[config.mk]
export PLATFORM = sky130hd
export DESIGN_NAME = arp_cache_forward_decision
export DESIGN_NICKNAME = d
export VERILOG_FILES = /design/src/rtl/arpc_pkg.sv /design/src/rtl/arpc_ram.sv /design/src/rtl/arpc_cfg.sv /design/src/rtl/arpc_ctrl.sv /design/src/rtl/arp_cache_forward_decision.sv
export VERILOG_INCLUDE_DIRS = /design/src /design/src/rtl
export SDC_FILE = /design/constraint.sdc
export NUM_CORES = 2
export LEC_CHECK = 0
export ABC_AREA = 1
export ABC_CLOCK_PERIOD_IN_PS = 14500
export BUFFER_PORTS_ARGS = -buffer_cell sky130_fd_sc_hd__buf_2
export CAP_MARGIN = 10
export CORE_UTILIZATION = 55
export CTS_BUF_LIST = sky130_fd_sc_hd__clkbuf_4
export DETAILED_ROUTE_END_ITERATION = 8
export GPL_TIMING_DRIVEN = 0
export PLACE_DENSITY = 0.76
export SYNTH_ARGS = -nofsm -noshare
export SYNTH_HDL_FRONTEND = slang
export SYNTH_SLANG_ARGS = --single-unit
[constraint.sdc]
create_clock -name clk -period 14.5 [get_ports clk]
set_input_delay 1.45 -clock clk [delete_from_list [all_inputs] [get_ports clk]]
set_output_delay 1.45 -clock clk [all_outputs]
set_load 0.005 [all_outputs]
[src/rtl/assert_macros.svh]
// Assertion macros used by the cache controller RTL
`ifndef ASSERT_MACROS_SVH
`define ASSERT_MACROS_SVH

// Same-cycle implication, masked while reset is held
`define ARPC_ASSERT_NOW(lbl, ante, cons, msg) \
  lbl: assert property (@(posedge clk) disable iff (!rst_n) (ante) |-> (cons)) else $error(msg);

// Next-cycle implication, masked while reset is held
`define ARPC_ASSERT_NEXT(lbl, ante, cons, msg) \
  lbl: assert property (@(posedge clk) disable iff (!rst_n) (ante) |=> (cons)) else $error(msg);

`endif

[src/rtl/arpc_pkg.sv]
// Types, constants and codes for the ARP cache and forwarding decision block
package arpc_pkg;

  localparam int TABLE_DEPTH    = 16;
  localparam int NUM_INTERFACES = 3;
  localparam int PREFIX_BYTES   = 3;
  localparam int IF_SLOTS       = 3;

  localparam int IDX_W   = $clog2(TABLE_DEPTH);
  localparam int CNT_W   = $clog2(TABLE_DEPTH + 1);
  localparam int IP_W    = 32;
  localparam int MAC_W   = 48;
  localparam int ENTRY_W = IP_W + MAC_W;
  localparam int ACT_W   = 3;
  localparam int ITF_W   = 2;
  localparam int CNT_IF_W = 2;
  localparam int REG_W   = 3;
  localparam int ADDR_W  = REG_W + 3;
  localparam int DATA_W  = 64;

  localparam logic [IP_W-1:0] PREFIX_MASK =
    IP_W'({IP_W{1'b1}} << (8 * (4 - PREFIX_BYTES)));

  typedef enum logic [ACT_W-1:0] {
    ACT_LEARNED       = 3'd0,
    ACT_FULL          = 3'd1,
    ACT_NO_ROUTE      = 3'd2,
    ACT_BCAST_LEARNED = 3'd3,
    ACT_BCAST_DROP    = 3'd4,
    ACT_LOOPBACK      = 3'd5,
    ACT_FORWARD       = 3'd6,
    ACT_ARP_REQUEST   = 3'd7
  } action_t;

  typedef enum logic {
    KIND_LEARN   = 1'b0,
    KIND_FORWARD = 1'b1
  } kind_t;

  typedef enum logic [REG_W-1:0] {
    REG_IF0_IP   = 3'd0,
    REG_IF0_MAC  = 3'd1,
    REG_IF1_IP   = 3'd2,
    REG_IF1_MAC  = 3'd3,
    REG_IF2_IP   = 3'd4,
    REG_IF2_MAC  = 3'd5,
    REG_IF_COUNT = 3'd6,
    REG_LB_MASK  = 3'd7
  } reg_idx_t;

  typedef enum logic [1:0] {
    ST_IDLE,
    ST_DECIDE,
    ST_SCAN,
    ST_FINISH
  } state_t;

  typedef struct packed {
    logic [IF_SLOTS-1:0][IP_W-1:0]  if_ip;
    logic [IF_SLOTS-1:0][MAC_W-1:0] if_mac;
    logic [CNT_IF_W-1:0]            if_count;
    logic [IF_SLOTS-1:0]            lb_mask;
  } cfg_t;

  typedef struct packed {
    logic               we;
    logic [IDX_W-1:0]   waddr;
    logic [ENTRY_W-1:0] wdata;
    logic               re;
    logic [IDX_W-1:0]   raddr;
  } ram_req_t;

endpackage

[src/rtl/arpc_ram.sv]
// Single-port-write, single-port-read synchronous RAM with registered read data
module arpc_ram #(
  parameter int DEPTH = 16,
  parameter int WIDTH = 80,
  localparam int AW = $clog2(DEPTH)
) (
  input  logic             clk,
  input  logic             we,
  input  logic [AW-1:0]    waddr,
  input  logic [WIDTH-1:0] wdata,
  input  logic             re,
  input  logic [AW-1:0]    raddr,
  output logic [WIDTH-1:0] rdata
);

  logic [WIDTH-1:0] mem [DEPTH];
  logic [WIDTH-1:0] rdata_r;

  always_ff @(posedge clk) begin
    if (we) begin
      mem[waddr] <= wdata;
    end
    if (re) begin
      rdata_r <= mem[raddr];
    end
  end

  assign rdata = rdata_r;

endmodule

[src/rtl/arpc_cfg.sv]
// APB register bank: interface addresses, interface count and loopback mask
module arpc_cfg (
  input  logic                         clk,
  input  logic                         rst_n,
  input  logic                         psel,
  input  logic                         penable,
  input  logic                         pwrite,
  input  logic [arpc_pkg::ADDR_W-1:0]  paddr,
  input  logic [arpc_pkg::DATA_W-1:0]  pwdata,
  output logic [arpc_pkg::DATA_W-1:0]  prdata,
  output logic                         pready,
  output arpc_pkg::cfg_t               cfg
);
  import arpc_pkg::*;

  logic [IF_SLOTS-1:0][IP_W-1:0]  if_ip_r;
  logic [IF_SLOTS-1:0][MAC_W-1:0] if_mac_r;
  logic [CNT_IF_W-1:0]            if_count_r;
  logic [IF_SLOTS-1:0]            lb_mask_r;
  logic                           wr_en;
  reg_idx_t                       idx;

  assign pready = 1'b1;
  assign wr_en  = psel && penable && pwrite;
  assign idx    = reg_idx_t'(paddr[ADDR_W-1:3]);

  always_ff @(posedge clk) begin
    if (!rst_n) begin
      if_ip_r    <= '0;
      if_mac_r   <= '0;
      if_count_r <= '0;
      lb_mask_r  <= '0;
    end else if (wr_en) begin
      unique case (idx)
        REG_IF0_IP:   if_ip_r[0]  <= pwdata[IP_W-1:0];
        REG_IF0_MAC:  if_mac_r[0] <= pwdata[MAC_W-1:0];
        REG_IF1_IP:   if_ip_r[1]  <= pwdata[IP_W-1:0];
        REG_IF1_MAC:  if_mac_r[1] <= pwdata[MAC_W-1:0];
        REG_IF2_IP:   if_ip_r[2]  <= pwdata[IP_W-1:0];
        REG_IF2_MAC:  if_mac_r[2] <= pwdata[MAC_W-1:0];
        REG_IF_COUNT: if_count_r  <= pwdata[CNT_IF_W-1:0];
        REG_LB_MASK:  lb_mask_r   <= pwdata[IF_SLOTS-1:0];
        default: ;
      endcase
    end
  end

  always_comb begin
    prdata = '0;
    unique case (idx)
      REG_IF0_IP:   prdata = DATA_W'(if_ip_r[0]);
      REG_IF0_MAC:  prdata = DATA_W'(if_mac_r[0]);
      REG_IF1_IP:   prdata = DATA_W'(if_ip_r[1]);
      REG_IF1_MAC:  prdata = DATA_W'(if_mac_r[1]);
      REG_IF2_IP:   prdata = DATA_W'(if_ip_r[2]);
      REG_IF2_MAC:  prdata = DATA_W'(if_mac_r[2]);
      REG_IF_COUNT: prdata = DATA_W'(if_count_r);
      REG_LB_MASK:  prdata = DATA_W'(lb_mask_r);
      default:      prdata = '0;
    endcase
  end

  assign cfg.if_ip    = if_ip_r;
  assign cfg.if_mac   = if_mac_r;
  assign cfg.if_count = if_count_r;
  assign cfg.lb_mask  = lb_mask_r;

endmodule

[src/rtl/arpc_ctrl.sv]
// Sequencer: route decision, table scan through the RAM, write-back and result register
module arpc_ctrl (
  input  logic                         clk,
  input  logic                         rst_n,
  input  logic                         in_valid,
  output logic                         in_ready,
  input  logic                         in_kind,
  input  logic [arpc_pkg::IP_W-1:0]    in_dst_ip,
  input  logic [arpc_pkg::IP_W-1:0]    in_src_ip,
  input  logic [arpc_pkg::MAC_W-1:0]   in_src_mac,
  output logic                         out_valid,
  input  logic                         out_ready,
  output logic [arpc_pkg::ACT_W-1:0]   out_action,
  output logic [arpc_pkg::ITF_W-1:0]   out_out_interface,
  output logic [arpc_pkg::MAC_W-1:0]   out_next_hop_mac,
  output logic [arpc_pkg::MAC_W-1:0]   out_egress_mac,
  output logic [arpc_pkg::IP_W-1:0]    out_target_ip,
  output logic [arpc_pkg::IP_W-1:0]    out_sender_ip,
  input  arpc_pkg::cfg_t               cfg,
  output arpc_pkg::ram_req_t           ram_req,
  input  logic [arpc_pkg::ENTRY_W-1:0] ram_rdata
);
  import arpc_pkg::*;

  state_t st_r, st_nxt;

  // accepted beat
  kind_t             kind_r;
  logic [IP_W-1:0]   dst_r;
  logic [IP_W-1:0]   sip_r;
  logic [MAC_W-1:0]  smac_r;

  // decision
  logic [IP_W-1:0]   key_r;
  logic              learn_r;
  action_t           act_r;
  logic [ITF_W-1:0]  itf_r;

  // scan
  logic [CNT_W-1:0]  cnt_r;
  logic              cmp_v_r;
  logic [IDX_W-1:0]  cmp_idx_r;
  logic              hit_r;
  logic [IDX_W-1:0]  hit_idx_r;
  logic [MAC_W-1:0]  hit_mac_r;
  logic              free_r;
  logic [IDX_W-1:0]  free_idx_r;
  logic [TABLE_DEPTH-1:0] valid_r;

  // result register
  logic              out_valid_r;
  action_t           o_act_r;
  logic [ITF_W-1:0]  o_itf_r;
  logic [MAC_W-1:0]  o_nh_r;
  logic [MAC_W-1:0]  o_eg_r;
  logic [IP_W-1:0]   o_tgt_r;
  logic [IP_W-1:0]   o_snd_r;

  logic              accept;
  logic [CNT_IF_W-1:0] cnt_lim;
  logic              if_found;
  logic [ITF_W-1:0]  if_sel;
  logic              dec_scan;
  logic              dec_learn;
  action_t           dec_act;
  logic [IP_W-1:0]   dec_key;
  logic              issue;
  logic              ent_match;
  logic              ent_free;
  logic              cmp_last;
  logic              out_free;
  logic              load;
  action_t           res_act;
  logic [ITF_W-1:0]  res_itf;
  logic [MAC_W-1:0]  res_nh;
  logic [MAC_W-1:0]  res_eg;
  logic [IP_W-1:0]   res_tgt;
  logic [IP_W-1:0]   res_snd;

  assign accept = in_valid && in_ready;

  // interface match, lowest index first
  assign cnt_lim = (cfg.if_count > CNT_IF_W'(NUM_INTERFACES)) ?
                   CNT_IF_W'(NUM_INTERFACES) : cfg.if_count;

  always_comb begin
    if_found = 1'b0;
    if_sel   = '0;
    for (int i = 0; i < NUM_INTERFACES; i++) begin
      if (!if_found && (CNT_IF_W'(i) < cnt_lim) &&
          (((cfg.if_ip[i] ^ dst_r) & PREFIX_MASK) == '0)) begin
        if_found = 1'b1;
        if_sel   = ITF_W'(i);
      end
    end
  end

  always_comb begin
    dec_scan  = 1'b0;
    dec_learn = 1'b0;
    dec_act   = ACT_NO_ROUTE;
    dec_key   = dst_r;
    priority if (kind_r == KIND_LEARN) begin
      dec_scan  = 1'b1;
      dec_learn = 1'b1;
      dec_act   = ACT_LEARNED;
      dec_key   = sip_r;
    end else if (!if_found) begin
      if (dst_r == {IP_W{1'b1}}) begin
        dec_scan  = 1'b1;
        dec_learn = 1'b1;
        dec_act   = ACT_BCAST_LEARNED;
        dec_key   = sip_r;
      end else begin
        dec_act = ACT_NO_ROUTE;
      end
    end else if (dst_r[7:0] == 8'hFF) begin
      dec_act = ACT_BCAST_DROP;
    end else if (cfg.lb_mask[if_sel]) begin
      dec_act = ACT_LOOPBACK;
    end else begin
      dec_scan = 1'b1;
      dec_act  = ACT_FORWARD;
    end
  end

  // scan pipeline: address now, entry data next cycle
  assign issue     = (cnt_r < CNT_W'(TABLE_DEPTH));
  assign ent_match = cmp_v_r && valid_r[cmp_idx_r] &&
                     (ram_rdata[ENTRY_W-1:MAC_W] == key_r);
  assign ent_free  = cmp_v_r && !valid_r[cmp_idx_r];
  assign cmp_last  = cmp_v_r && (cmp_idx_r == IDX_W'(TABLE_DEPTH - 1));

  assign out_free = !out_valid_r || out_ready;

  // next state
  always_comb begin
    st_nxt = st_r;
    unique case (st_r)
      ST_IDLE:   if (accept) st_nxt = ST_DECIDE;
      ST_DECIDE: st_nxt = dec_scan ? ST_SCAN : ST_FINISH;
      ST_SCAN:   if (cmp_last) st_nxt = ST_FINISH;
      ST_FINISH: if (out_free) st_nxt = ST_IDLE;
      default:   st_nxt = ST_IDLE;
    endcase
  end

  // state outputs
  always_comb begin
    in_ready      = 1'b0;
    load          = 1'b0;
    ram_req.re    = 1'b0;
    ram_req.raddr = cnt_r[IDX_W-1:0];
    ram_req.we    = 1'b0;
    ram_req.waddr = hit_r ? hit_idx_r : free_idx_r;
    ram_req.wdata = {sip_r, smac_r};
    unique case (st_r)
      ST_IDLE:   in_ready = 1'b1;
      ST_DECIDE: ;
      ST_SCAN:   ram_req.re = issue;
      ST_FINISH: begin
        load       = out_free;
        ram_req.we = out_free && learn_r && (hit_r || free_r);
      end
      default: ;
    endcase
  end

  // result fields
  always_comb begin
    res_act = act_r;
    if (learn_r) begin
      res_act = (hit_r || free_r) ? act_r : ACT_FULL;
    end else if (act_r == ACT_FORWARD) begin
      res_act = hit_r ? ACT_FORWARD : ACT_ARP_REQUEST;
    end
    res_itf = '0;
    res_nh  = '0;
    res_eg  = '0;
    res_tgt = '0;
    res_snd = '0;
    unique case (res_act)
      ACT_LOOPBACK: res_itf = itf_r;
      ACT_FORWARD: begin
        res_itf = itf_r;
        res_nh  = hit_mac_r;
        res_eg  = cfg.if_mac[itf_r];
      end
      ACT_ARP_REQUEST: begin
        res_itf = itf_r;
        res_nh  = {MAC_W{1'b1}};
        res_eg  = cfg.if_mac[itf_r];
        res_tgt = dst_r;
        res_snd = cfg.if_ip[itf_r];
      end
      default: ;
    endcase
  end

  // control
  always_ff @(posedge clk) begin
    if (!rst_n) begin
      st_r        <= ST_IDLE;
      valid_r     <= '0;
      out_valid_r <= 1'b0;
      cmp_v_r     <= 1'b0;
    end else begin
      st_r    <= st_nxt;
      cmp_v_r <= (st_r == ST_SCAN) && issue;
      if (ram_req.we && !hit_r) begin
        valid_r[free_idx_r] <= 1'b1;
      end
      if (load) begin
        out_valid_r <= 1'b1;
      end else if (out_ready) begin
        out_valid_r <= 1'b0;
      end
    end
  end

  // payload
  always_ff @(posedge clk) begin
    if (accept) begin
      kind_r <= kind_t'(in_kind);
      dst_r  <= in_dst_ip;
      sip_r  <= in_src_ip;
      smac_r <= in_src_mac;
    end
    if (st_r == ST_DECIDE) begin
      key_r   <= dec_key;
      learn_r <= dec_learn;
      act_r   <= dec_act;
      itf_r   <= if_sel;
      cnt_r   <= '0;
      hit_r   <= 1'b0;
      free_r  <= 1'b0;
    end else if (st_r == ST_SCAN) begin
      if (issue) begin
        cnt_r <= cnt_r + CNT_W'(1);
      end
      if (ent_match && !hit_r) begin
        hit_r     <= 1'b1;
        hit_idx_r <= cmp_idx_r;
        hit_mac_r <= ram_rdata[MAC_W-1:0];
      end
      if (ent_free && !free_r) begin
        free_r     <= 1'b1;
        free_idx_r <= cmp_idx_r;
      end
    end
    cmp_idx_r <= cnt_r[IDX_W-1:0];
    if (load) begin
      o_act_r <= res_act;
      o_itf_r <= res_itf;
      o_nh_r  <= res_nh;
      o_eg_r  <= res_eg;
      o_tgt_r <= res_tgt;
      o_snd_r <= res_snd;
    end
  end

  assign out_valid         = out_valid_r;
  assign out_action        = o_act_r;
  assign out_out_interface = o_itf_r;
  assign out_next_hop_mac  = o_nh_r;
  assign out_egress_mac    = o_eg_r;
  assign out_target_ip     = o_tgt_r;
  assign out_sender_ip     = o_snd_r;

`include "assert_macros.svh"

  `ARPC_ASSERT_NEXT(a_fill_grows, 1'b1, $countones(valid_r) >= $countones($past(valid_r)), "cache entries lost")
  `ARPC_ASSERT_NOW(a_new_slot_free, ram_req.we && !hit_r, !valid_r[free_idx_r], "new pair overwrote a live entry")
  `ARPC_ASSERT_NEXT(a_scan_ends, (st_r == ST_SCAN) && cmp_last, st_r == ST_FINISH, "scan overran last entry")

endmodule

[src/rtl/arp_cache_forward_decision.sv]
// One item is taken at a time: the block takes the beat, matches the destination against
// the interfaces, walks the table entry by entry through the RAM's single read port,
// comparing each entry once its registered read data returns, and then writes back and
// loads the result register. Items that need no table lookup (no route, broadcast drop,
// loopback) skip the scan. The result register lets the next beat in while a result still
// waits. Entry valid bits are flip-flops cleared by reset, so no clearing pass follows
// reset. All configuration registers reset to zero and sit at byte address 8 * index,
// 64-bit data.
module arp_cache_forward_decision (
  input  logic                         clk,
  input  logic                         rst_n,
  input  logic                         in_valid,
  output logic                         in_ready,
  input  logic                         in_kind,
  input  logic [arpc_pkg::IP_W-1:0]    in_dst_ip,
  input  logic [arpc_pkg::IP_W-1:0]    in_src_ip,
  input  logic [arpc_pkg::MAC_W-1:0]   in_src_mac,
  output logic                         out_valid,
  input  logic                         out_ready,
  output logic [arpc_pkg::ACT_W-1:0]   out_action,
  output logic [arpc_pkg::ITF_W-1:0]   out_out_interface,
  output logic [arpc_pkg::MAC_W-1:0]   out_next_hop_mac,
  output logic [arpc_pkg::MAC_W-1:0]   out_egress_mac,
  output logic [arpc_pkg::IP_W-1:0]    out_target_ip,
  output logic [arpc_pkg::IP_W-1:0]    out_sender_ip,
  input  logic                         psel,
  input  logic                         penable,
  input  logic                         pwrite,
  input  logic [arpc_pkg::ADDR_W-1:0]  paddr,
  input  logic [arpc_pkg::DATA_W-1:0]  pwdata,
  output logic [arpc_pkg::DATA_W-1:0]  prdata,
  output logic                         pready
);
  import arpc_pkg::*;

  cfg_t               cfg;
  ram_req_t           ram_req;
  logic [ENTRY_W-1:0] ram_rdata;

  arpc_cfg u_cfg (
    .clk     (clk),
    .rst_n   (rst_n),
    .psel    (psel),
    .penable (penable),
    .pwrite  (pwrite),
    .paddr   (paddr),
    .pwdata  (pwdata),
    .prdata  (prdata),
    .pready  (pready),
    .cfg     (cfg)
  );

  arpc_ram #(
    .DEPTH (TABLE_DEPTH),
    .WIDTH (ENTRY_W)
  ) u_ram (
    .clk   (clk),
    .we    (ram_req.we),
    .waddr (ram_req.waddr),
    .wdata (ram_req.wdata),
    .re    (ram_req.re),
    .raddr (ram_req.raddr),
    .rdata (ram_rdata)
  );

  arpc_ctrl u_ctrl (
    .clk               (clk),
    .rst_n             (rst_n),
    .in_valid          (in_valid),
    .in_ready          (in_ready),
    .in_kind           (in_kind),
    .in_dst_ip         (in_dst_ip),
    .in_src_ip         (in_src_ip),
    .in_src_mac        (in_src_mac),
    .out_valid         (out_valid),
    .out_ready         (out_ready),
    .out_action        (out_action),
    .out_out_interface (out_out_interface),
    .out_next_hop_mac  (out_next_hop_mac),
    .out_egress_mac    (out_egress_mac),
    .out_target_ip     (out_target_ip),
    .out_sender_ip     (out_sender_ip),
    .cfg               (cfg),
    .ram_req           (ram_req),
    .ram_rdata         (ram_rdata)
  );

endmodule

==> results.cfg <==
[outcome]
outcome = finished, final reports clean

[synthesis]
synth_xor_area_share_pct = 0.2981
synthSimpleGateAreaFrac_pct = 9.400
synth_compound_area_share_pct = 12.04
ys_seq_area_share_pct = 72.53
synth_fa_ha_area_share_pct = 0.07886
synthArstFlopShare_pct = 0
synth-edff-count = 1732
yosysWarningCount = 0
syn_area_per_cell_um2 = 12.36
syn_area_um2 = 79330
syn_inst = 6418
ys.flop_type = edfxtp_1
synthMuxAreaShare_pct = 1.703
synth_top_family_by_area = compound AO/OA/AOI/OAI gates
synth_seq_cells = 2008
synthDistinctLibCells = 49

[worst_setup_path]
crit_top_cell = buf_2
cp_slowest_cell = buf_1
r2r_start = u_ctrl.cnt_r[2]$_SDFFE_PP0P_
r2r_slack_ps = 10580
crit_path_start_kind = input port
critPathKind = input port to output port
crit_chain = buf_2 -> inv_1 -> nor3_2 -> clkbuf_1 -> buf_1 -> nand2_1 -> o2111ai_1 -> buf_2
cp_slowest_stage_delay_ps = 700
path_buf_inv = 5
required_ps = 13050
cp_max_fo = 10
worst_ep_arrival_time_ps = 3950
worstReg2RegEnd = u_ram.rdata[67]$_DFFE_PP_
critPathTopFamily = buffers and inverters
ff2ff_path_depth = 6
endpoint_kind = output port

[grt]
track_usage_pct = 33.83
gr-total-overflow = 0
grt_pass1_wl_um = 362300
grt_pass1_vias = 57210
antenna_found_initial = 20
grt_start_max_net_pins = 61

[sta]
slew_violations = 0
fin_skew_ps = 131.6
finalHoldViolations = 0
fin_crit_sh_pct = 37.21
tightest_slew_ps = 1441
fin_crit_ps = 5395
setup_viol = 0
max_clock_freq_mhz = 185.4
fin_ws_ps = 9105
grt_setup_unrepaired = false
hold_slack_ps = 299.1
slew_headroom_pct = 3.938

[route]
detail-route-antenna-nets = 0
drt-initial-drc-count = 9100
via_per_inst = 6.176
vias = 59720
drc = 0
firstDrtPassIters = 6
wirelength_um = 252100
wire_per_inst_um = 26.07

[clock_tree]
holdBufCountCts = 0
postCtsSetupBuffers = 0
clockBufferDepth = 4
path_clk_slew_ps = 60
cts-htree-levels = 6
insertion_delay_ps = 1360
cts.sinks = 2008
ctsResizeCount = 0
clockRootBuffer = clkbuf_4
cts_tree = built
cts_made_buffers = 530

[cells_and_area]
syn_to_final_growth_pct = 15.46
fin_nets = 7609
instances_no_fill = 9669
fin_util_pct = 64.37
final_cell_mix = 1732 x edfxtp_1, 1020 x nor2_1, 774 x clkbuf_4
layout_commonest_cell = edfxtp_1
drive_gt1_share_pct = 18.34

[floorplan]
rows = 138
die_w_um = 381.8
ios = 422
fp.dieH_um = 381.8
start_util_pct = 55.76
dieArea_um2 = 145800
core-area_um2 = 142300

[min_path]
min_from = in_src_mac[2]
hp-class = input port to register
hold_end = u_ctrl.smac_r[2]$_DFFE_PP_
hold-path-cell-count = 1

[placed_design]
globalplace.congestion = 0.9883
hpwl_um = 172700
dp_cells = 8771
dpl_worst_slack_ps = 9253
io_buffers = 385

[run]
maxCapViolCount = 0

[power]
p_per_area_nw_per_um2 = 169.6
vdd_drop_max_mv = 0.1527
p_leak_nw = 31.85
[worst max path at each step]
stage	depth (start not counted)	slack, ps	to	start
floorplan	6	910	u_ram.mem[0][0]$_DFFE_PP_	out_ready
global placement	7	-7380	u_ram.mem[0][35]$_DFFE_PP_	out_ready
detailed placement	8	9250	prdata[18]	paddr[5]
CTS	8	9260	prdata[18]	paddr[5]
global route	8	9100	prdata[24]	paddr[5]
finish	8	9100	prdata[24]	paddr[5]
[synth_stat cells, types with 4 or more instances]
master	n	area [um2]
edfxtp_1	1732	52010
nor2_1	1039	3900
o21ai_0	688	3443
nand2_1	595	2233
a21oi_1	366	1832
inv_1	331	1242
clkbuf_1	323	1212
dfxtp_1	276	5525
o32ai_1	185	1620
nand3_1	171	855.8
o221ai_1	144	1261
mux2i_1	135	1351
buf_2	49	245.2
a22oi_1	40	300.3
o22ai_1	37	231.5
inv_2	31	116.4
o211ai_1	30	225.2
o21ai_1	30	150.1
o2111ai_1	29	254.0
buf_1	25	93.84
buf_4	20	150.1
nand4_1	19	118.9
xor2_1	15	131.4
nor3_1	13	65.06
o21ai_2	12	105.1
xnor2_1	12	105.1
nand2_2	10	62.56
nor4_1	8	50.05
buf_6	5	56.30
ha_1	5	62.56
a221oi_1	4	35.03
nand3b_1	4	30.03
or2_2	4	25.02
[cell families (layout without fill, tap and decap cells)]
| family | Yosys count | in the layout |
|---|---|---|
| other | 2 | 41 |
| AND/OR/NAND/NOR | 1877 | 1877 |
| adder cells (fa/ha/maj) | 5 | 5 |
| buffers and inverters | 787 | 2109 |
| multiplexers | 135 | 135 |
| AO/OA/AOI/OAI | 1577 | 1577 |
| flip-flops | 2008 | 2008 |
| XOR/XNOR | 27 | 27 |
[per-stage QoR]
stage | power [W] | TNS, ps | area, um2
floorplan | 0.009086 | 0 | 79390
global placement | 0.01058 | -9032990 | 83680
detailed placement | 0.01067 | 0 | 85120
CTS | 0.01544 | 0 | 91520
global route | 0.01604 | 0 | 91570
finish | 0.01554 | 0 | 91590
[power breakdown]
| part | internal, W | leakage, nW | switching [W] |
|---|---|---|---|
| logic | 0.000953 | 10.0 | 0.00258 |
| registers | 0.00683 | 17.9 | 0.000320 |
| clock network | 0.00256 | 3.87 | 0.00229 |
| total | 0.0103 | 31.9 | 0.00520 |
[worst reg2reg max path, cell delays in order, from the launching register on]
cell and delay, ps:
dfxtp_1 390, clkbuf_1 890, clkbuf_1 910, clkbuf_1 640, o221ai_1 420, nand3_1 210
nand3_1 190
[per-layer routing]
| metal | part of all wire [%] | GRT usage (%) |
|---|---|---|
| met3 | 12 | 7.531 |
| met1 | 37 | 44.56 |
| met4 | 5.9 | 19.34 |
| met2 | 46 | 52.02 |
| met5 | 0.0071 | 0 |
[final cells by class]
| type | instances | area, um2 |
|---|---|---|
| antenna | 24 | 60.06 |
| buffer | 422 | 1759 |
| sequential | 2008 | 57540 |
| tap | 1890 | 2365 |
| clock buffer | 774 | 5811 |
| clock inverter | 99 | 584.3 |
| inverter | 365 | 1378 |
| multi-input combinational | 3638 | 18860 |
| timing repair buffer | 449 | 3236 |
| fill | 10530 | 50690 |
[state kept, by name, indices dropped and copies added, names as in the netlist, 48 cells and up]
| register | cells |
|---|---|
| u_ctrl.out_next_hop_mac | 48 |
| u_ctrl.out_egress_mac | 48 |
| u_cfg.cfg | 240 |
| u_ctrl.smac_r | 48 |
| u_ram.mem | 1280 |
| u_ram.rdata | 80 |
| u_ctrl.hit_mac_r | 48 |
(Power assumes the default switching activity.)
